===== src/rtl/idbs_pkg.sv =====
`default_nettype none
package idbs_pkg;

  typedef enum logic [3:0] {
    PH_INTRO      = 4'd0,
    PH_WAIT_REL   = 4'd1,
    PH_IDLE       = 4'd2,
    PH_HOLD       = 4'd3,
    PH_DEBOUNCE   = 4'd4,
    PH_WAIT_PRESS = 4'd5,
    PH_HOLD2      = 4'd6,
    PH_BEEP       = 4'd7,
    PH_GAP        = 4'd8,
    PH_GROUP_GAP  = 4'd9
  } phase_t;

  typedef enum logic [2:0] {
    REG_BEEP_LEN        = 3'd0,
    REG_BEEP_GAP        = 3'd1,
    REG_GROUP_GAP       = 3'd2,
    REG_DEBOUNCE        = 3'd3,
    REG_TICKS_PER_COUNT = 3'd4
  } cfg_reg_t;

  localparam logic [1:0] GRP_FIVE  = 2'd0;
  localparam logic [1:0] GRP_ONE   = 2'd1;
  localparam logic [1:0] GRP_TENTH = 2'd2;

  localparam logic [15:0] CNT_MAX    = 16'hFFFF;
  localparam logic [1:0]  RES_LAST   = 2'd2;
  localparam logic [3:0]  TENTH_LAST = 4'd9;
  localparam logic [2:0]  KM_LAST    = 3'd4;

  localparam logic [9:0]  BEEP_LEN_RST  = 10'd250;
  localparam logic [9:0]  BEEP_GAP_RST  = 10'd100;
  localparam logic [11:0] GROUP_GAP_RST = 12'd1000;
  localparam logic [9:0]  DEBOUNCE_RST  = 10'd200;
  localparam logic [9:0]  TPC_RST       = 10'd100;

  typedef struct packed {
    logic [9:0]  beep_len;
    logic [9:0]  beep_gap;
    logic [11:0] group_gap;
    logic [9:0]  debounce;
    logic [9:0]  ticks_per_count;
  } cfg_t;

  typedef struct packed {
    logic clear;
    logic inc;
  } dist_cmd_t;

  typedef struct packed {
    logic [15:0] count;
    logic [8:0]  five;
    logic [2:0]  km;
    logic [3:0]  tenth;
  } dist_t;

  typedef struct packed {
    logic       found;
    logic [1:0] idx;
    logic [8:0] size;
  } grp_pick_t;

  // first nonzero group at or after g
  function automatic grp_pick_t grp_pick(logic [1:0] g, logic [8:0] five,
                                         logic [2:0] km, logic [3:0] tenth);
    grp_pick_t p;
    p = '0;
    if (g == GRP_FIVE && five != 9'd0) begin
      p.found = 1'b1;
      p.idx   = GRP_FIVE;
      p.size  = five;
    end else if (g <= GRP_ONE && km != 3'd0) begin
      p.found = 1'b1;
      p.idx   = GRP_ONE;
      p.size  = {6'd0, km};
    end else if (g <= GRP_TENTH && tenth != 4'd0) begin
      p.found = 1'b1;
      p.idx   = GRP_TENTH;
      p.size  = {5'd0, tenth};
    end
    return p;
  endfunction

endpackage
`default_nettype wire


===== src/rtl/idbs_in_if.sv =====
`default_nettype none
interface idbs_in_if;
  logic valid;
  logic ready;
  logic button_pressed;
  modport source (output valid, output button_pressed, input ready);
  modport sink (input valid, input button_pressed, output ready);
endinterface
`default_nettype wire


===== src/rtl/idbs_out_if.sv =====
`default_nettype none
interface idbs_out_if;
  logic        valid;
  logic        ready;
  logic        buzzer_on;
  logic [1:0]  tone_select;
  logic [3:0]  phase;
  logic [15:0] interval_count;
  modport source (output valid, output buzzer_on, output tone_select, output phase,
                  output interval_count, input ready);
  modport sink (input valid, input buzzer_on, input tone_select, input phase,
                input interval_count, output ready);
endinterface
`default_nettype wire


===== src/rtl/idbs_cfg_if.sv =====
`default_nettype none
interface idbs_cfg_if;
  logic        valid;
  logic        ready;
  logic [2:0]  index;
  logic [11:0] data;
  modport source (output valid, output index, output data, input ready);
  modport sink (input valid, input index, input data, output ready);
endinterface
`default_nettype wire


===== src/rtl/interval_distance_beep_sequencer_top.sv =====
// result path: a tick's result reaches out_ch after its transaction is accepted, through
//   the input register and then the result register
// throughput: one tick per cycle while out_ch.ready is high; while a finished result waits on
//   out_ch.ready the empty input register can still take one tick
// reset: synchronous active-low rst_n; starts in the intro tones with all counters
//   cleared and the configuration registers at their default values
`default_nettype none
module interval_distance_beep_sequencer_top (
  input  logic       clk,
  input  logic       rst_n,
  idbs_in_if.sink    in_ch,
  idbs_out_if.source out_ch,
  idbs_cfg_if.sink   cfg_ch
);
  import idbs_pkg::*;

  // input register stage
  logic        in_vld_r;
  logic        in_btn_r;
  // result register stage
  logic        out_vld_r;
  logic        out_buzz_r;
  logic [1:0]  out_tone_r;
  logic [3:0]  out_phase_r;
  logic [15:0] out_count_r;
  // configuration
  cfg_t        cfg_r;

  logic        in_take;
  logic        advance;
  dist_cmd_t   cmd;
  dist_t       digits;
  logic        buzz;
  logic [1:0]  tone;
  logic [3:0]  phase;

  // a tick moves to the result register when that slot is free or being drained;
  // the state update happens in that same cycle
  assign advance     = in_vld_r && (!out_vld_r || out_ch.ready);
  assign in_ch.ready = !in_vld_r || advance;
  assign in_take     = in_ch.valid && in_ch.ready;

  always_ff @(posedge clk) begin
    if (!rst_n) begin
      in_vld_r <= 1'b0;
    end else if (in_take) begin
      in_vld_r <= 1'b1;
    end else if (advance) begin
      in_vld_r <= 1'b0;
    end
  end

  always_ff @(posedge clk) begin
    if (in_take) in_btn_r <= in_ch.button_pressed;
  end

  // sequencer state machine and the running distance counter
  idbs_ctrl u_ctrl (
    .clk         (clk),
    .rst_n       (rst_n),
    .step        (advance),
    .pressed     (in_btn_r),
    .cfg         (cfg_r),
    .digits      (digits),
    .cmd         (cmd),
    .buzzer_on   (buzz),
    .tone_select (tone),
    .phase       (phase)
  );

  idbs_dist u_dist (
    .clk    (clk),
    .rst_n  (rst_n),
    .step   (advance),
    .cmd    (cmd),
    .digits (digits)
  );

  // result register: outputs describe the tick as seen from the state before it
  always_ff @(posedge clk) begin
    if (!rst_n) begin
      out_vld_r <= 1'b0;
    end else if (advance) begin
      out_vld_r <= 1'b1;
    end else if (out_ch.ready) begin
      out_vld_r <= 1'b0;
    end
  end

  always_ff @(posedge clk) begin
    if (advance) begin
      out_buzz_r  <= buzz;
      out_tone_r  <= tone;
      out_phase_r <= phase;
      out_count_r <= digits.count;
    end
  end

  assign out_ch.valid          = out_vld_r;
  assign out_ch.buzzer_on      = out_buzz_r;
  assign out_ch.tone_select    = out_tone_r;
  assign out_ch.phase          = out_phase_r;
  assign out_ch.interval_count = out_count_r;

  // configuration writes, always accepted; unknown indexes are dropped
  assign cfg_ch.ready = 1'b1;

  always_ff @(posedge clk) begin
    if (!rst_n) begin
      cfg_r.beep_len        <= BEEP_LEN_RST;
      cfg_r.beep_gap        <= BEEP_GAP_RST;
      cfg_r.group_gap       <= GROUP_GAP_RST;
      cfg_r.debounce        <= DEBOUNCE_RST;
      cfg_r.ticks_per_count <= TPC_RST;
    end else if (cfg_ch.valid) begin
      unique case (cfg_ch.index)
        REG_BEEP_LEN:        cfg_r.beep_len        <= cfg_ch.data[9:0];
        REG_BEEP_GAP:        cfg_r.beep_gap        <= cfg_ch.data[9:0];
        REG_GROUP_GAP:       cfg_r.group_gap       <= cfg_ch.data;
        REG_DEBOUNCE:        cfg_r.debounce        <= cfg_ch.data[9:0];
        REG_TICKS_PER_COUNT: cfg_r.ticks_per_count <= cfg_ch.data[9:0];
        default: ;
      endcase
    end
  end

endmodule
`default_nettype wire


===== src/rtl/idbs_dist.sv =====
`default_nettype none
// decisecond counter with distance digits (count/3 in fives, ones, tenths)
// kept alongside it, so no divider is needed
module idbs_dist (
  input  logic                  clk,
  input  logic                  rst_n,
  input  logic                  step,
  input  idbs_pkg::dist_cmd_t   cmd,
  output idbs_pkg::dist_t       digits
);
  import idbs_pkg::*;

  logic [15:0] count_r, count_nxt;
  logic [1:0]  res_r, res_nxt;
  logic [8:0]  five_r, five_nxt;
  logic [2:0]  km_r, km_nxt;
  logic [3:0]  tenth_r, tenth_nxt;

  always_comb begin
    count_nxt = count_r;
    res_nxt   = res_r;
    five_nxt  = five_r;
    km_nxt    = km_r;
    tenth_nxt = tenth_r;
    if (cmd.clear) begin
      count_nxt = '0;
      res_nxt   = '0;
      five_nxt  = '0;
      km_nxt    = '0;
      tenth_nxt = '0;
    end else if (cmd.inc && count_r != CNT_MAX) begin
      count_nxt = count_r + 16'd1;
      if (res_r == RES_LAST) begin
        res_nxt = '0;
        if (tenth_r == TENTH_LAST) begin
          tenth_nxt = '0;
          if (km_r == KM_LAST) begin
            km_nxt   = '0;
            five_nxt = five_r + 9'd1;
          end else begin
            km_nxt = km_r + 3'd1;
          end
        end else begin
          tenth_nxt = tenth_r + 4'd1;
        end
      end else begin
        res_nxt = res_r + 2'd1;
      end
    end
  end

  always_ff @(posedge clk) begin
    if (!rst_n) begin
      count_r <= '0;
      res_r   <= '0;
      five_r  <= '0;
      km_r    <= '0;
      tenth_r <= '0;
    end else if (step) begin
      count_r <= count_nxt;
      res_r   <= res_nxt;
      five_r  <= five_nxt;
      km_r    <= km_nxt;
      tenth_r <= tenth_nxt;
    end
  end

  assign digits.count = count_r;
  assign digits.five  = five_r;
  assign digits.km    = km_r;
  assign digits.tenth = tenth_r;

  a_res_range: assert property (@(posedge clk) disable iff (!rst_n) res_r != 2'd3)
    else $error("residue out of range");

  a_digits_match: assert property (@(posedge clk) disable iff (!rst_n)
    (32'(five_r) * 32'd150 + 32'(km_r) * 32'd30 + 32'(tenth_r) * 32'd3 + 32'(res_r))
      == 32'(count_r))
    else $error("distance digits out of step with count");

endmodule
`default_nettype wire


===== src/rtl/idbs_ctrl.sv =====
`default_nettype none
module idbs_ctrl (
  input  logic                  clk,
  input  logic                  rst_n,
  input  logic                  step,
  input  logic                  pressed,
  input  idbs_pkg::cfg_t        cfg,
  input  idbs_pkg::dist_t       digits,
  output idbs_pkg::dist_cmd_t   cmd,
  output logic                  buzzer_on,
  output logic [1:0]            tone_select,
  output logic [3:0]            phase
);
  import idbs_pkg::*;

  phase_t      phase_r, phase_nxt;
  logic [11:0] timer_r, timer_nxt;
  logic [9:0]  presc_r, presc_nxt;
  logic [8:0]  five_r, five_nxt;
  logic [2:0]  km_r, km_nxt;
  logic [3:0]  tenth_r, tenth_nxt;
  logic [8:0]  beeps_r, beeps_nxt;
  logic [1:0]  gi_r, gi_nxt;

  logic [11:0] timer_inc;
  logic [9:0]  presc_inc;
  logic        tick_hit;
  logic [8:0]  beeps_dec;
  grp_pick_t   pick_first;
  grp_pick_t   pick_next;
  grp_pick_t   pk;
  logic        do_start;

  assign timer_inc  = timer_r + 12'd1;
  assign presc_inc  = presc_r + 10'd1;
  assign tick_hit   = presc_inc >= cfg.ticks_per_count;
  assign beeps_dec  = beeps_r - 9'd1;
  assign pick_first = grp_pick(GRP_FIVE, digits.five, digits.km, digits.tenth);
  assign pick_next  = grp_pick(gi_r + 2'd1, five_r, km_r, tenth_r);

  always_comb begin
    phase_nxt = phase_r;
    timer_nxt = timer_r;
    presc_nxt = presc_r;
    five_nxt  = five_r;
    km_nxt    = km_r;
    tenth_nxt = tenth_r;
    beeps_nxt = beeps_r;
    gi_nxt    = gi_r;
    cmd       = '0;
    do_start  = 1'b0;
    pk        = pick_next;
    unique case (phase_r)
      PH_INTRO: begin
        timer_nxt = timer_inc;
        if (timer_inc >= {2'd0, cfg.beep_len}) begin
          timer_nxt = '0;
          if (gi_r >= GRP_TENTH) begin
            gi_nxt    = GRP_FIVE;
            phase_nxt = PH_WAIT_REL;
          end else begin
            gi_nxt = gi_r + 2'd1;
          end
        end
      end
      PH_WAIT_REL: begin
        if (!pressed) phase_nxt = PH_IDLE;
      end
      PH_IDLE: begin
        if (pressed) begin
          cmd.clear = 1'b1;
          presc_nxt = '0;
          phase_nxt = PH_HOLD;
        end
      end
      PH_HOLD: begin
        presc_nxt = tick_hit ? 10'd0 : presc_inc;
        cmd.inc   = tick_hit;
        if (!pressed) begin
          timer_nxt = '0;
          phase_nxt = PH_DEBOUNCE;
        end
      end
      PH_DEBOUNCE: begin
        presc_nxt = tick_hit ? 10'd0 : presc_inc;
        cmd.inc   = tick_hit;
        timer_nxt = timer_inc;
        if (timer_inc >= {2'd0, cfg.debounce}) begin
          timer_nxt = '0;
          phase_nxt = PH_WAIT_PRESS;
        end
      end
      PH_WAIT_PRESS: begin
        if (pressed) begin
          phase_nxt = PH_HOLD2;
        end else begin
          presc_nxt = tick_hit ? 10'd0 : presc_inc;
          cmd.inc   = tick_hit;
        end
      end
      PH_HOLD2: begin
        if (!pressed) begin
          five_nxt  = digits.five;
          km_nxt    = digits.km;
          tenth_nxt = digits.tenth;
          pk        = pick_first;
          do_start  = 1'b1;
        end
      end
      PH_BEEP: begin
        timer_nxt = timer_inc;
        if (timer_inc >= {2'd0, cfg.beep_len}) begin
          beeps_nxt = beeps_dec;
          timer_nxt = '0;
          if (beeps_dec != 9'd0) begin
            phase_nxt = (cfg.beep_gap != 10'd0) ? PH_GAP : PH_BEEP;
          end else if (gi_r < GRP_TENTH) begin
            if (cfg.group_gap != 12'd0) phase_nxt = PH_GROUP_GAP;
            else do_start = 1'b1;
          end else begin
            gi_nxt    = GRP_FIVE;
            phase_nxt = PH_IDLE;
          end
        end
      end
      PH_GAP: begin
        timer_nxt = timer_inc;
        if (timer_inc >= {2'd0, cfg.beep_gap}) begin
          timer_nxt = '0;
          phase_nxt = PH_BEEP;
        end
      end
      PH_GROUP_GAP: begin
        timer_nxt = timer_inc;
        if (timer_inc >= cfg.group_gap) begin
          timer_nxt = '0;
          do_start  = 1'b1;
        end
      end
      default: begin
        gi_nxt    = GRP_FIVE;
        phase_nxt = PH_IDLE;
      end
    endcase
    // start the chosen group, or go idle when nothing is left to sound
    if (do_start) begin
      if (pk.found) begin
        gi_nxt    = pk.idx;
        beeps_nxt = pk.size;
        timer_nxt = '0;
        phase_nxt = PH_BEEP;
      end else begin
        gi_nxt    = GRP_FIVE;
        phase_nxt = PH_IDLE;
      end
    end
  end

  always_ff @(posedge clk) begin
    if (!rst_n) begin
      phase_r <= PH_INTRO;
      timer_r <= '0;
      presc_r <= '0;
      five_r  <= '0;
      km_r    <= '0;
      tenth_r <= '0;
      beeps_r <= '0;
      gi_r    <= '0;
    end else if (step) begin
      phase_r <= phase_nxt;
      timer_r <= timer_nxt;
      presc_r <= presc_nxt;
      five_r  <= five_nxt;
      km_r    <= km_nxt;
      tenth_r <= tenth_nxt;
      beeps_r <= beeps_nxt;
      gi_r    <= gi_nxt;
    end
  end

  assign buzzer_on   = (phase_r == PH_INTRO) || (phase_r == PH_BEEP);
  assign tone_select = buzzer_on ? gi_r : 2'd0;
  assign phase       = phase_r;

  a_group_range: assert property (@(posedge clk) disable iff (!rst_n) gi_r != 2'd3)
    else $error("group index out of range");

  a_beep_has_work: assert property (@(posedge clk) disable iff (!rst_n)
    phase_r == PH_BEEP |-> beeps_r != 9'd0)
    else $error("beep phase with no beeps left");

endmodule
`default_nettype wire

===== src/flat_wrapper.sv =====
// flat-port wrapper written by rule: the top's interface ports become plain ports
module interval_distance_beep_sequencer_top_flat import idbs_pkg::*;
  (clk, rst_n, in_ch_valid, in_ch_button_pressed, in_ch_ready, out_ch_valid, out_ch_buzzer_on, out_ch_tone_select, out_ch_phase, out_ch_interval_count, out_ch_ready, cfg_ch_valid, cfg_ch_index, cfg_ch_data, cfg_ch_ready);
  idbs_in_if in_ch_i ();
  idbs_out_if out_ch_i ();
  idbs_cfg_if cfg_ch_i ();
  input  logic clk;
  input  logic rst_n;
  input wire logic [$bits(in_ch_i.valid)-1:0] in_ch_valid;
  input wire logic [$bits(in_ch_i.button_pressed)-1:0] in_ch_button_pressed;
  output wire logic [$bits(in_ch_i.ready)-1:0] in_ch_ready;
  output wire logic [$bits(out_ch_i.valid)-1:0] out_ch_valid;
  output wire logic [$bits(out_ch_i.buzzer_on)-1:0] out_ch_buzzer_on;
  output wire logic [$bits(out_ch_i.tone_select)-1:0] out_ch_tone_select;
  output wire logic [$bits(out_ch_i.phase)-1:0] out_ch_phase;
  output wire logic [$bits(out_ch_i.interval_count)-1:0] out_ch_interval_count;
  input wire logic [$bits(out_ch_i.ready)-1:0] out_ch_ready;
  input wire logic [$bits(cfg_ch_i.valid)-1:0] cfg_ch_valid;
  input wire logic [$bits(cfg_ch_i.index)-1:0] cfg_ch_index;
  input wire logic [$bits(cfg_ch_i.data)-1:0] cfg_ch_data;
  output wire logic [$bits(cfg_ch_i.ready)-1:0] cfg_ch_ready;
  assign in_ch_i.valid = in_ch_valid;
  assign in_ch_i.button_pressed = in_ch_button_pressed;
  assign in_ch_ready = in_ch_i.ready;
  assign out_ch_valid = out_ch_i.valid;
  assign out_ch_buzzer_on = out_ch_i.buzzer_on;
  assign out_ch_tone_select = out_ch_i.tone_select;
  assign out_ch_phase = out_ch_i.phase;
  assign out_ch_interval_count = out_ch_i.interval_count;
  assign out_ch_i.ready = out_ch_ready;
  assign cfg_ch_i.valid = cfg_ch_valid;
  assign cfg_ch_i.index = cfg_ch_index;
  assign cfg_ch_i.data = cfg_ch_data;
  assign cfg_ch_ready = cfg_ch_i.ready;
  interval_distance_beep_sequencer_top u_core (.clk(clk), .rst_n(rst_n), .in_ch(in_ch_i), .out_ch(out_ch_i), .cfg_ch(cfg_ch_i));
endmodule

===== config.mk =====
export PLATFORM = sky130hd
export DESIGN_NAME = interval_distance_beep_sequencer_top_flat
export DESIGN_NICKNAME = d
export VERILOG_FILES = /design/src/rtl/idbs_pkg.sv /design/src/rtl/idbs_in_if.sv /design/src/rtl/idbs_out_if.sv /design/src/rtl/idbs_cfg_if.sv /design/src/rtl/interval_distance_beep_sequencer_top.sv /design/src/rtl/idbs_dist.sv /design/src/rtl/idbs_ctrl.sv /design/src/flat_wrapper.sv
export SDC_FILE = /design/constraint.sdc
export NUM_CORES = 1
export LEC_CHECK = 0
export BUFFER_PORTS_ARGS = -buffer_cell sky130_fd_sc_hd__buf_4
export CAP_MARGIN = 20
export CORE_MARGIN = 1.5
export CORE_UTILIZATION = 49
export CTS_CLUSTER_SIZE = 10
export DETAILED_ROUTE_END_ITERATION = 12
export PLACE_DENSITY = 0.66
export SLEW_MARGIN = 0
export SYNTH_ARGS = -nofsm -noshare
export SYNTH_HDL_FRONTEND = slang
export SYNTH_SLANG_ARGS = --single-unit

===== constraint.sdc =====
create_clock -name clk -period 3.9 [get_ports clk]
set_clock_uncertainty 0.1 [all_clocks]
set_input_delay 0.585 -clock clk [delete_from_list [all_inputs] [get_ports clk]]
set_output_delay 0.585 -clock clk [all_outputs]
set_load 0.02 [all_outputs]

Word level (Yosys, flattened, before mapping) --
Cells that the tools add are included.
Storage, ports and cells: register bits after elaboration 165, logic and storage cells 206, output and inout port bits 26
Cells by class: magnitude comparators 9, $add $sub $neg 9, reductions and logical operators 47, eq/ne operators 33, bitwise operators 1, muxes and demuxes 82
Operators with widths (count):
- 2-to-1 mux 12 bit | 15
- 2-to-1 mux 9 bit | 9
- 2-to-1 mux 4 bit | 18
- one-hot mux 12 bit (5 select lines) | 1
- >= comparator 12 x 10 -> 1 bit | 3
- one-hot mux 4 bit (9 select lines) | 1
- 2-to-1 mux 16 bit | 2
- 2-to-1 mux 10 bit | 3
- one-hot mux 10 bit (3 select lines) | 1
- != test 3 bit (second input constant) | 9
- nonzero test 9 bit | 3
- 2-to-1 mux 2 bit | 10
- 2-to-1 mux 3 bit | 6
- adder 16 x 1 -> 16 bit (second input constant) | 1
- == test 4 x 3 -> 1 bit (second input constant) | 4
- != test 16 bit (second input constant) | 1
- 2-to-1 mux 1 bit | 13
- adder 12 x 1 -> 12 bit (second input constant) | 1
- == test 4 bit (second input constant) | 3
- >= comparator 12 bit | 1
- AND reduction 12 bit | 1
- AND reduction 2 bit | 6
- nonzero test 12 bit | 1
- nonzero test 2 bit | 6
- 40 further kinds | 62

Depth between registers and ports, before layout --
Gate-level depths: netlist of the first run.
depth in word-level cells 10, gate-level depth with buffers 17

Modules after synthesis --
A second synthesis of the first run with hierarchy kept.
Unflattened totals: cell total of the unflattened synthesis 1090, area, all modules 9628.0 um2
Modules (own cells, without submodules):
- idbs_ctrl | area an instance 4850.9 um2, sequential area each 1061.0 um2, times used 1, cells each 627
- interval_distance_beep_sequencer_top | area an instance 2897.8 um2, sequential area each 1801.7 um2, times used 1, cells each 233
- idbs_dist | area an instance 1879.3 um2, sequential area each 680.7 um2, times used 1, cells each 230

Least setup slack after synthesis of the first run --
OpenSTA, ideal clock, no wires.
kind register to register, start point register u_core.u_ctrl.timer_r[5], end point register u_core.u_ctrl.timer_r[11], slack 202 ps, cell stages (with the launch flop) 15, library setup time 57 ps, arrival time 3541 ps, buffers on the path 1, cells stage by stage dfxtp_1 clkbuf_1 nand3_1 nor3_1 and3_1 xor2_1 ha_1 nand4_1 nor3_1 a211o_1 or3_1 or2_2 a31oi_2 o21ai_0 a21bo_1
Between the ends: cells in the longest elaborated chain, start to end 6
Ends and longest elaborated chain:
- start, declared | line idbs_ctrl.sv:17 | logic [11:0] timer_r, timer_nxt;
- start signal, assigned | line idbs_ctrl.sv:171 | timer_r <= timer_nxt;
- adder 12 x 1 -> 12 bit (*) | line idbs_ctrl.sv:34 | assign timer_inc = timer_r + 12'd1;
- >= comparator 12 bit (tied with other cells) | line idbs_ctrl.sv:135 | if (timer_inc >= cfg.group_gap) begin
- 2-to-1 mux 12 bit (on tied branches)
- one-hot mux 12 bit (5 select lines) | line idbs_ctrl.sv:53 | unique case (phase_r)
- 2-to-1 mux 12 bit | line idbs_ctrl.sv:147 | if (pk.found) begin
- 2-to-1 mux 12 bit (*) | line idbs_ctrl.sv:146 | if (do_start) begin
Every way passes the cells marked *; elsewhere a longest branch is shown, timed or not. A chain may end at the register's enable or synchronous reset.

Worst setup path in the final report of the first run --
start point register u_core.u_ctrl.timer_r[6], end point register u_core.u_ctrl.beeps_r[1]
Between the ends: cells in the longest elaborated chain, start to end 6
Ends and longest elaborated chain:
- adder 12 x 1 -> 12 bit (*) | line idbs_ctrl.sv:34
- >= comparator 12 x 10 -> 1 bit | line idbs_ctrl.sv:112 | if (timer_inc >= {2'd0, cfg.beep_len}) begin
- 2-to-1 mux 9 bit | line idbs_ctrl.sv:112
- 2-to-1 mux 9 bit | line idbs_ctrl.sv:53
- 2-to-1 mux 9 bit | line idbs_ctrl.sv:147
- 2-to-1 mux 9 bit (*) | line idbs_ctrl.sv:146
- end signal, assigned | line idbs_ctrl.sv:176 | beeps_r <= beeps_nxt;
- end, declared | line idbs_ctrl.sv:22 | logic [8:0] beeps_r, beeps_nxt;
Marked as above.

==> results.md, run 1 <==
* Status: finished clean
* Mapped Nets at 1211
* Adder-cell share of the synthesized area at 0.0880
* FFs w/ async S/R, synth at 0
* VDD IR-drop max at slightly below 0.3 mV
* Area growth syn-to-layout at 12.9%
* CTS root buffer: clkbuf_16
* Post-synthesis register bit count at 165
* Synth Area in XOR/XNOR at 0.0341
* GP Congestion at 0.859
* Fraction of layout cells with a size suffix above 1 at 0.113
* Seq/Total Area, Yosys at 0.384
* FP Rows at 50
* Post-Syn Instances at 1125
* Final-report hold violation count at 0
* Crit path time final at about 3700 ps
* Synth Area in Compound Gates at 0.184
* Clk buf depth at 2
* Horiz. Die Dim at 140 um
* Worst-path clk slew at 70 ps
* CTS Sinks at about 170
* Antenna violations before repair at 0
* # setup viols final at 0
* Post-Synth Simple-Gate Area at 0.241
* Top FF cell, synth: dfxtp_1
* Die footprint at 19700 sq um
* Diodes inserted at 0
* CTS H-Tree Depth at 4
* Worst Setup End Kind: flop
* Clk_lat worst skew at 440 ps
* Antenna-violating nets left at 0
* Worst-Margin Slew at 784 ps
* Final Max Slew Viols at 0
* Die Span Y at 140 um
* Max cap viols at 0
* Total grt overflow at 0
* Nets at 1245
* Final non-filler cell total at 1406
* Setup crit start: u_core.u_ctrl.timer_r[6]$_SDFFE_PN0P_
* Worst Hold Class: in -> reg
* Largest net degree at the start of global routing at 42
* Post-route cell area at between 10000 and 15000 sq um
* Synth unique cells at 77
* First-pass GRT wire length at 38800 um
* Crit start category: flop
* TritonCTS buffer count at 17
* Drt total wl at 23700 um
* # DRC at 0
* Initial Util at 0.497
* IO Count at 47
* Leading cell type in the layout, fill and taps excluded: nand2_1
* Yosys synthesis warning count at 0
* Worst Path Required at approximately 4200 ps
* Worst r2r src: u_core.u_ctrl.timer_r[6]$_SDFFE_PN0P_
* CTS tree: built
* EDFF count, synth at 24
* Gr usage total at 0.246
* Power Total at 0.00356 W
* Tcrit/Tclk final at 0.950
* Max Fclk at between 200 and 300 MHz
* WS Path Type: reg -> reg
* Sum of negative setup slack at 0 ps
* DR vias/cell at 5.75
* Syn_area_per_cell at 8.21 sq um
* Worst-path fanout max at 6
* Syn Std Cell Area at ~9000 sq um
* Core Area at 18600 sq um
* P per Cell Area at 341 nW/um^2
* Multiplexer area fraction after synthesis at 0.0133
* Placed cells at 1374
* Dpl cell area at 9830 sq um
* CP arrival at ~4000 ps
* Iter 0 DRT Violations at 405
* Largest family of logic cells by synthesized area: simple AND/OR/NAND/NOR gates
* Hpwl dp at 16700 um
* First-pass DRT Iterations at 6
* DR vias at 8079
* Hold path start: in_ch_button_pressed
* Slew HR at 0.475
* Leak at around 4.1 nW
* Vias in the first global route at 7653
* Number of fill cells at 1735
* WL/cell at 16.9 um
* Setup bufs post-CTS at 0
* PortBufs at between 40 and 50
* Most frequent cells in the layout: nand2_1 (186), dfxtp_1 (141), a21oi_1 (105)
[worst paths after layout]
path	endpoint	slack (ps)	depth (start not counted)
max	u_core.u_ctrl.beeps_r[1]$_SDFFE_PN0P_	190	13
min	u_core.in_btn_r$_DFFE_PP_	240	1
max reg2reg	u_core.u_ctrl.beeps_r[1]$_SDFFE_PN0P_	190	13
min reg2reg	u_core.cfg_r[3]$_SDFFE_PN0P_	350	2
[metrics by stage]
step                hold WS [ps]  utilization  setup WS (ps)
floorplan                    306            -            202
global placement             343        0.529            226
detailed placement           348        0.529            118
CTS                          225        0.559            112
global route                 222        0.562          -11.4
finish                       236        0.562            194
[worst max-delay path, cell delays in order (launching register included)]
cell      delay [ps]
dfxtp_1          430
nand3_1          200
nor3_2           240
and3_1           240
xor2_2           250
ha_1             290
nand4_1          110
nor3_1            60
a211o_1          280
or3_1            460
or2_2            350
and2_1           210
a41o_1           250
a211oi_1         150
[cells in the mapped netlist (14+ instances only)]
library cell  count  area, sq um
nand2_1         186          698
dfxtp_1         141         2820
a21oi_1         106          531
inv_1            72          270
nor2_1           70          263
ha_1             65          813
clkbuf_1         42          158
nand3_1          36          180
o21ai_0          32          160
o211ai_1         25          188
edfxtp_1         24          721
xnor2_1          24          210
and3_1           23          144
nor3_1           22          110
nor4_1           20          125
nand2b_1         14         87.6
[registers in the layout, summed over array words and instances (netlist names), 3 cells and up]
signal / cells
u_core.cfg_r: 52
u_core.u_dist.km_r: 3
u_core.u_ctrl.presc_r: 10
u_core.u_ctrl.km_r: 3
u_core.out_ch.phase: 4
u_core.u_ctrl.timer_r: 12
u_core.u_ctrl.tenth_r: 4
u_core.u_ctrl.five_r: 9
u_core.u_dist.count_r: 16
u_core.u_ctrl.phase: 4
u_core.out_ch.interval_count: 16
u_core.u_dist.five_r: 9
u_core.u_dist.tenth_r: 4
u_core.u_ctrl.beeps_r: 9
[cells by family after synthesis]
group | Yosys count
compound gates | 261
xor+xnor | 36
fa+ha+maj | 65
buf+inv | 128
flops | 165
mux | 12
other cells | 1
simple gates | 457
[where the power goes]
group	switching (W)	internal [W]
combinational	0.000129	0.0000664
clock	0.000744	0.000853
sequential	0.0000134	0.00175
total	0.000886	0.00267
[routing by layer]
layer	global-route usage	routed length [um]
met4	0.0698	280
met5	0	0
met2	0.407	11200
met3	0.0400	1020
met1	0.332	11200
[final cells by class]
| class | instances | area, sq um | share of cell area |
|---|---|---|---|
| multi-input cells | 832 | 5240 | 0.503 |
| flip-flops and latches | 165 | 3540 | 0.340 |
| repair buffers | 71 | 533 | 0.0511 |
| clock buffers | 19 | 453 | 0.0434 |
| well taps | 234 | 293 | 0.0281 |
| inverters | 72 | 270 | 0.0259 |
| clock inverters | 13 | 97.6 | 0.00935 |
[timing repair]
item / 4_1_cts / 5_1_grt
resized for setup: 0 / 12
setup endpoints to repair: 0 / 25
hold buffers: 0 / 0
(Power assumes the default switching activity.)
==> inputs of run 2 (changes only) <==
--- a/config.mk
+++ b/config.mk
@@ -7,11 +7,11 @@
 export LEC_CHECK = 0
 export BUFFER_PORTS_ARGS = -buffer_cell sky130_fd_sc_hd__buf_4
 export CAP_MARGIN = 20
-export CORE_MARGIN = 1.5
+export CORE_MARGIN = 2
 export CORE_UTILIZATION = 49
 export CTS_CLUSTER_SIZE = 10
 export DETAILED_ROUTE_END_ITERATION = 12
-export PLACE_DENSITY = 0.66
+export PLACE_DENSITY = 0.76
 export SLEW_MARGIN = 0
 export SYNTH_ARGS = -nofsm -noshare
 export SYNTH_HDL_FRONTEND = slang
==> constraint.sdc (replaced) <==
create_clock -name clk -period 4 [get_ports clk]
set_clock_uncertainty 0.1 [all_clocks]
set_input_delay 0.6 -clock clk [delete_from_list [all_inputs] [get_ports clk]]
set_output_delay 0.6 -clock clk [all_outputs]
set_load 0.02 [all_outputs]
==> results.md, run 2 (synthesis results as in run 1) <==
* Dpl cell area at 9810 sq um (-0.23%)
* Post-route cell area at 10500 sq um (+0.39%)
* IO Count at 47 (unchanged)
* Drt total wl at 23100 um (-2.6%)
* GP Congestion at 0.944 (+9.8%)
* Slew HR at 0.375 (-0.100)
* Worst Setup End Kind: flop
* Worst-Margin Slew at 932 ps (+148 ps)
* Largest net degree at the start of global routing at 45 (+7.1%)
* Die Span Y at 141 um (+0.71%)
* Iter 0 DRT Violations at 642 (+59%)
* PortBufs at 45 (unchanged)
* Placed cells at 1371 (-0.22%)
* Worst Hold Slack at 272 ps (+35.9 ps)
* Sum of negative setup slack at 0 ps (unchanged)
* Die footprint at 20000 sq um (+1.4%)
* TritonCTS buffer count at 17 (unchanged)
* Crit path max-delay cell type: a21oi_4
* RSZ-0062 raised after global routing: true
* CTS Sinks at 165 (unchanged)
* VDD IR-drop max at 0.279 mV (-5.3%)
* WL/cell at 16.4 um (-2.4%)
* Crit start category: flop
* Area growth syn-to-layout at 13.4%
* Diodes inserted at 0 (unchanged)
* Total grt overflow at 0 (unchanged)
* Clk_lat worst skew at 430 ps (about the same)
* CTS root buffer: clkbuf_16
* # DRC at 0 (unchanged)
* Initial Util at 0.497 (unchanged)
* Max cap viols at 0 (unchanged)
* Status: finished clean
* Tcrit/Tclk final at 0.954 (+0.00414)
* Power Total at 0.00370 W (+4.0%)
* Hpwl dp at 16200 um (-3.0%)
* Gr usage total at 0.233 (-0.0134)
* Top reg by flops: u_core.cfg_r
* Post_cts resized at 0 (unchanged)
* Max reg flops at 52 (unchanged)
* Antenna violations before repair at 0 (unchanged)
* CP arrival at 4040 ps (+80 ps)
* Leak at 4.13 nW (+0.54%)
* P per Cell Area at 353 nW/um^2 (+3.6%)
* Final-report hold violation count at 0 (unchanged)
* Leading cell type in the layout, fill and taps excluded: nand2_1
* DR vias/cell at 5.89 (+2.4%)
* CTS H-Tree Depth at 4 (unchanged)
* Worst Path Required at 4220 ps (+60 ps)
* FP Rows at 50 (unchanged)
* Max Fclk at 262 MHz (-2.9%)
* CTS Hold Buffers Added at 0 (unchanged)
* Worst-path clk slew at 60 ps (about the same)
* Final non-filler cell total at 1403 (-0.21%)
* # setup viols final at 0 (unchanged)
* Crit path largest cell delay at 450 ps (about the same)
* Worst path cell trace: ha_1 > nand3_1 > inv_1 > nand3_1 > xnor2_2 > buf_4 > ha_1 > nand2_1 > nor3_1 > a21oi_1 > o21ai_0 > a21oi_1 > a21oi_4 > o22ai_4 > mux2_2
* Horiz. Die Dim at 141 um (+0.71%)
* Vias in the first global route at 7673 (+0.26%)
* Worst-path fanout max at 14 (+8)
* Final Max Slew Viols at 0 (unchanged)
* DR vias at 8259 (+2.2%)
* First-pass GRT wire length at 37600 um (-3.0%)
* Clk buf depth at 2 (unchanged)
* Most frequent cells in the layout: nand2_1 (186), dfxtp_1 (141), a21oi_1 (106)
* CTS tree: built
* Antenna-violating nets left at 0 (unchanged)
* Nets at 1242 (-0.24%)
* Crit path time final at 3820 ps (+112 ps)
* Fraction of layout cells with a size suffix above 1 at 0.105 (-0.00741)
* Setup bufs post-CTS at 0 (unchanged)
* Core Area at 18600 sq um (unchanged)
* WS Path Type: reg -> reg
* Number of fill cells at 1613 (-7.0%)
* Worst Hold Class: in -> reg
* First-pass DRT Iterations at 6 (unchanged)
run 2: power breakdown:
part | internal (W) | switching (W) | leakage, nW
Clock | 0.00111 | 0.000683 | 0.310
Sequential | 0.00171 | 0.0000133 | 1.35
Combinational | 0.0000654 | 0.000123 | 2.48
run 2: layer usage:
layer | global-route usage | wire length, um | vias up
li1 | - | - | 4066
met1 | 0.312 | 10300 | 3900
met2 | 0.380 | 10900 | 246
met3 | 0.0459 | 1400 | 47
met4 | 0.0711 | 510 | 0
met5 | 0 | 0 | -
run 2: final cells by class:
| type | instances | area (sq um) | share of cell area |
|---|---|---|---|
| Clock buffer | 22 | 475 | 0.0454 |
| Clock inverter | 10 | 168 | 0.0160 |
| Inverter | 72 | 270 | 0.0258 |
| Multi-Input combinational cell | 832 | 5220 | 0.498 |
| Sequential cell | 165 | 3540 | 0.338 |
| Tap cell | 234 | 293 | 0.0280 |
| Timing Repair Buffer | 68 | 510 | 0.0487 |
run 2: stage by stage:
step | util | worst slack (ps)
finish | 0.564 | 183
global route | 0.564 | -100
CTS | 0.562 | 185
detailed placement | 0.528 | 221
global placement | 0.528 | 325
floorplan | - | 302
run 2: final timing paths:
path / start / endpoint / slack (ps) / cells past startpoint
hold / removal: in_ch_button_pressed / u_core.in_btn_r$_DFFE_PP_ / 270 / 1
setup reg to reg: u_core.u_ctrl.timer_r[0]$_SDFFE_PN0P_ / u_core.u_ctrl.timer_r[0]$_SDFFE_PN0P_ / 180 / 15
hold reg to reg: u_core.cfg_r[1]$_SDFFE_PN0P_ / u_core.cfg_r[1]$_SDFFE_PN0P_ / 350 / 2
setup / recovery: u_core.u_ctrl.timer_r[0]$_SDFFE_PN0P_ / u_core.u_ctrl.timer_r[0]$_SDFFE_PN0P_ / 180 / 15
run 2: worst max-delay path: cells and delay by family, from the launching register on:
kind | cells | cell delay [ps]
AND/OR/NAND/NOR | 4 | 560
multiplexers | 1 | 310
AO/OA/AOI/OAI | 5 | 1380
buffers and inverters | 2 | 270
adder cells (fa/ha/maj) | 2 | 500
flip-flops | 1 | 380
XOR/XNOR | 1 | 210
==> inputs of run 3 (changes only) <==
--- a/config.mk
+++ b/config.mk
@@ -9,6 +9,7 @@
 export CAP_MARGIN = 20
 export CORE_MARGIN = 2
 export CORE_UTILIZATION = 49
+export CTS_BUF_LIST = sky130_fd_sc_hd__clkbuf_2
 export CTS_CLUSTER_SIZE = 10
 export DETAILED_ROUTE_END_ITERATION = 12
 export PLACE_DENSITY = 0.76
==> constraint.sdc (replaced) <==
create_clock -name clk -period 4 [get_ports clk]
set_clock_uncertainty 0.1 [all_clocks]
set_input_delay 0.6 -clock clk [delete_from_list [all_inputs] [get_ports clk]]
set_output_delay 0.6 -clock clk [all_outputs]
set_load 0.1 [all_outputs]
==> results.md, run 3 (synthesis results as in run 1) <==
* Tcrit/Tclk final at 0.938 (-0.0160)
* Max cap viols at 0 (unchanged)
* Final-report hold violation count at 0 (unchanged)
* Gr usage total at 0.228 (-0.00417)
* WS Path Type: reg -> reg
* Horiz. Die Dim at 141 um (unchanged)
* Worst Path Required at 4570 ps (+350 ps)
* Die Span Y at 141 um (unchanged)
* # DRC at 0 (unchanged)
* Worst Hold Class: in -> reg
* FP Rows at 50 (unchanged)
* Power Total at 0.00309 W (-16%)
* Slew HR at 0.375 (about the same)
* Initial Util at 0.497 (unchanged)
* Top reg by flops: u_core.cfg_r
* Storage cell area at 3550 sq um (about the same)
* Crit path time final at 3750 ps (-63.8 ps)
* WL/cell at 16.1 um (-2.2%)
* Worst-path clk slew at 240 ps (+180 ps)
* Worst Hold Slack at 186 ps (-86.1 ps)
* Crit path largest cell delay at 460 ps (about the same)
* Most frequent cells in the layout: nand2_1 (186), dfxtp_1 (139), a21oi_1 (105)
* Crit start category: flop
* Worst Setup End Kind: flop
* CTS Sinks at 165 (unchanged)
* Nets at 1261 (+1.5%)
* Sum of negative setup slack at 0 ps (unchanged)
* Area growth syn-to-layout at 11.7%
* Leading cell type in the layout, fill and taps excluded: nand2_1
* CTS root buffer: clkbuf_2
* Number of fill cells at 1662 (+3.0%)
* CTS H-Tree Depth at 4 (unchanged)
* CTS tree: built
* Worst-Margin Slew at 932 ps (-0.0889 ps)
* DR vias/cell at 5.83 (-0.94%)
* First-pass DRT Iterations at 5 (-1)
* Worst-path fanout max at 6 (-8)
* Fraction of layout cells with a size suffix above 1 at 0.112 (+0.00673)
* CP arrival at 4330 ps (+290 ps)
* Clk_lat worst skew at 730 ps (+300 ps)
* Die footprint at 20000 sq um (unchanged)
* Iter 0 DRT Violations at 667 (+3.9%)
* Clk buf depth at 2 (unchanged)
* Max Fclk at 266 MHz (+1.7%)
* First-pass GRT wire length at 37100 um (-1.5%)
* Leak at 4.09 nW (-0.99%)
* DR vias at 8292 (+0.40%)
* Final core utilization at 0.555 (-0.00835)
* Antenna-violating nets left at 0 (unchanged)
* Multi-input gate area at 5220 sq um (about the same)
* GP Congestion at 0.944 (unchanged)
* Core Area at 18600 sq um (unchanged)
* Largest net degree at the start of global routing at 45 (unchanged)
* Drt total wl at 22900 um (-0.88%)
* Worst path cell trace: ha_1 > nand3_1 > inv_1 > nand3_1 > xnor2_2 > ha_1 > o21ai_0 > o21ai_0 > a211o_1 > or3_1 > or2_2 > and2_1 > a41o_1 > a211oi_1
* Max reg flops at 52 (unchanged)
* Antenna violations before repair at 0 (unchanged)
* IO Count at 47 (unchanged)
* Final Max Slew Viols at 0 (unchanged)
* TritonCTS buffer count at 17 (unchanged)
* Placed cells at 1371 (unchanged)
* Diodes inserted at 0 (unchanged)
* P per Cell Area at 300 nW/um^2 (-15%)
* Status: finished clean
* Total grt overflow at 0 (unchanged)
* Vias in the first global route at 7600 (-0.95%)
* Crit path max-delay cell type: or3_1
* VDD IR-drop max at 0.266 mV (-5.0%)
* Hpwl dp at 16200 um (unchanged)
* Final non-filler cell total at 1422 (+1.4%)
* PortBufs at 45 (unchanged)
* # setup viols final at 0 (unchanged)
run 3: cell types whose count changed in the layout (fill, tap and decap cells not counted), sizes merged:
cell / before / now
buf: 68 / 72
bufinv: 4 / 5
clkbuf: 22 / 20
dlygate4sd3: 0 / 15
inv: 74 / 75
run 3: final cells by class:
type / instances / share of cell area
multi-input cells: 832 / 0.506
flip-flops and latches: 165 / 0.344
repair buffers: 87 / 0.0669
well taps: 234 / 0.0284
inverters: 72 / 0.0262
clock inverters: 12 / 0.0195
clock buffers: 20 / 0.00970
run 3: worst max-delay path: cells and delay by family (launching register included):
kind            cells  cell delay [ps]
simple gates        5             1380
xor+xnor            1              230
flops               1              430
fa+ha+maj           2              510
compound gates      5              960
buf+inv             1              100
run 3: per-stage QoR:
step                setup WS [ps]  area, sq um
CTS                           159        10200
floorplan                     302         9240
finish                        246        10300
detailed placement            221         9810
global placement              325         9810
global route                -7.57        10300
run 3: repair_timing:
item	CTS	global route
hold endpoints to repair	27	4
resized for setup	0	10
hold buffers	12	3
setup endpoints to repair	0	22
setup buffers	0	4
run 3: layer usage:
metal  share of wire  track usage
met5               0            0
met1            0.45        0.308
met4           0.025       0.0716
met3           0.054       0.0405
met2            0.47        0.374
run 3: worst paths after layout:
path         slack, ps  depth (start not counted)                                     to                                  start
max reg2reg        250                         14  u_core.u_ctrl.beeps_r[1]$_SDFFE_PN0P_  u_core.u_ctrl.timer_r[0]$_SDFFE_PN0P_
min reg2reg        370                          2           u_core.cfg_r[3]$_SDFFE_PN0P_           u_core.cfg_r[3]$_SDFFE_PN0P_
max                250                         14  u_core.u_ctrl.beeps_r[1]$_SDFFE_PN0P_  u_core.u_ctrl.timer_r[0]$_SDFFE_PN0P_
min                190                          2          u_core.cfg_r[23]$_SDFFE_PN1P_                                  rst_n
run 3: where the power goes:
group | internal, W | leakage [nW] | switching (W)
Clock | 0.000485 | 0.179 | 0.000607
Combinational | 0.0000754 | 2.56 | 0.000200
Sequential | 0.00171 | 1.35 | 0.0000132
Total | 0.00227 | 4.09 | 0.000819
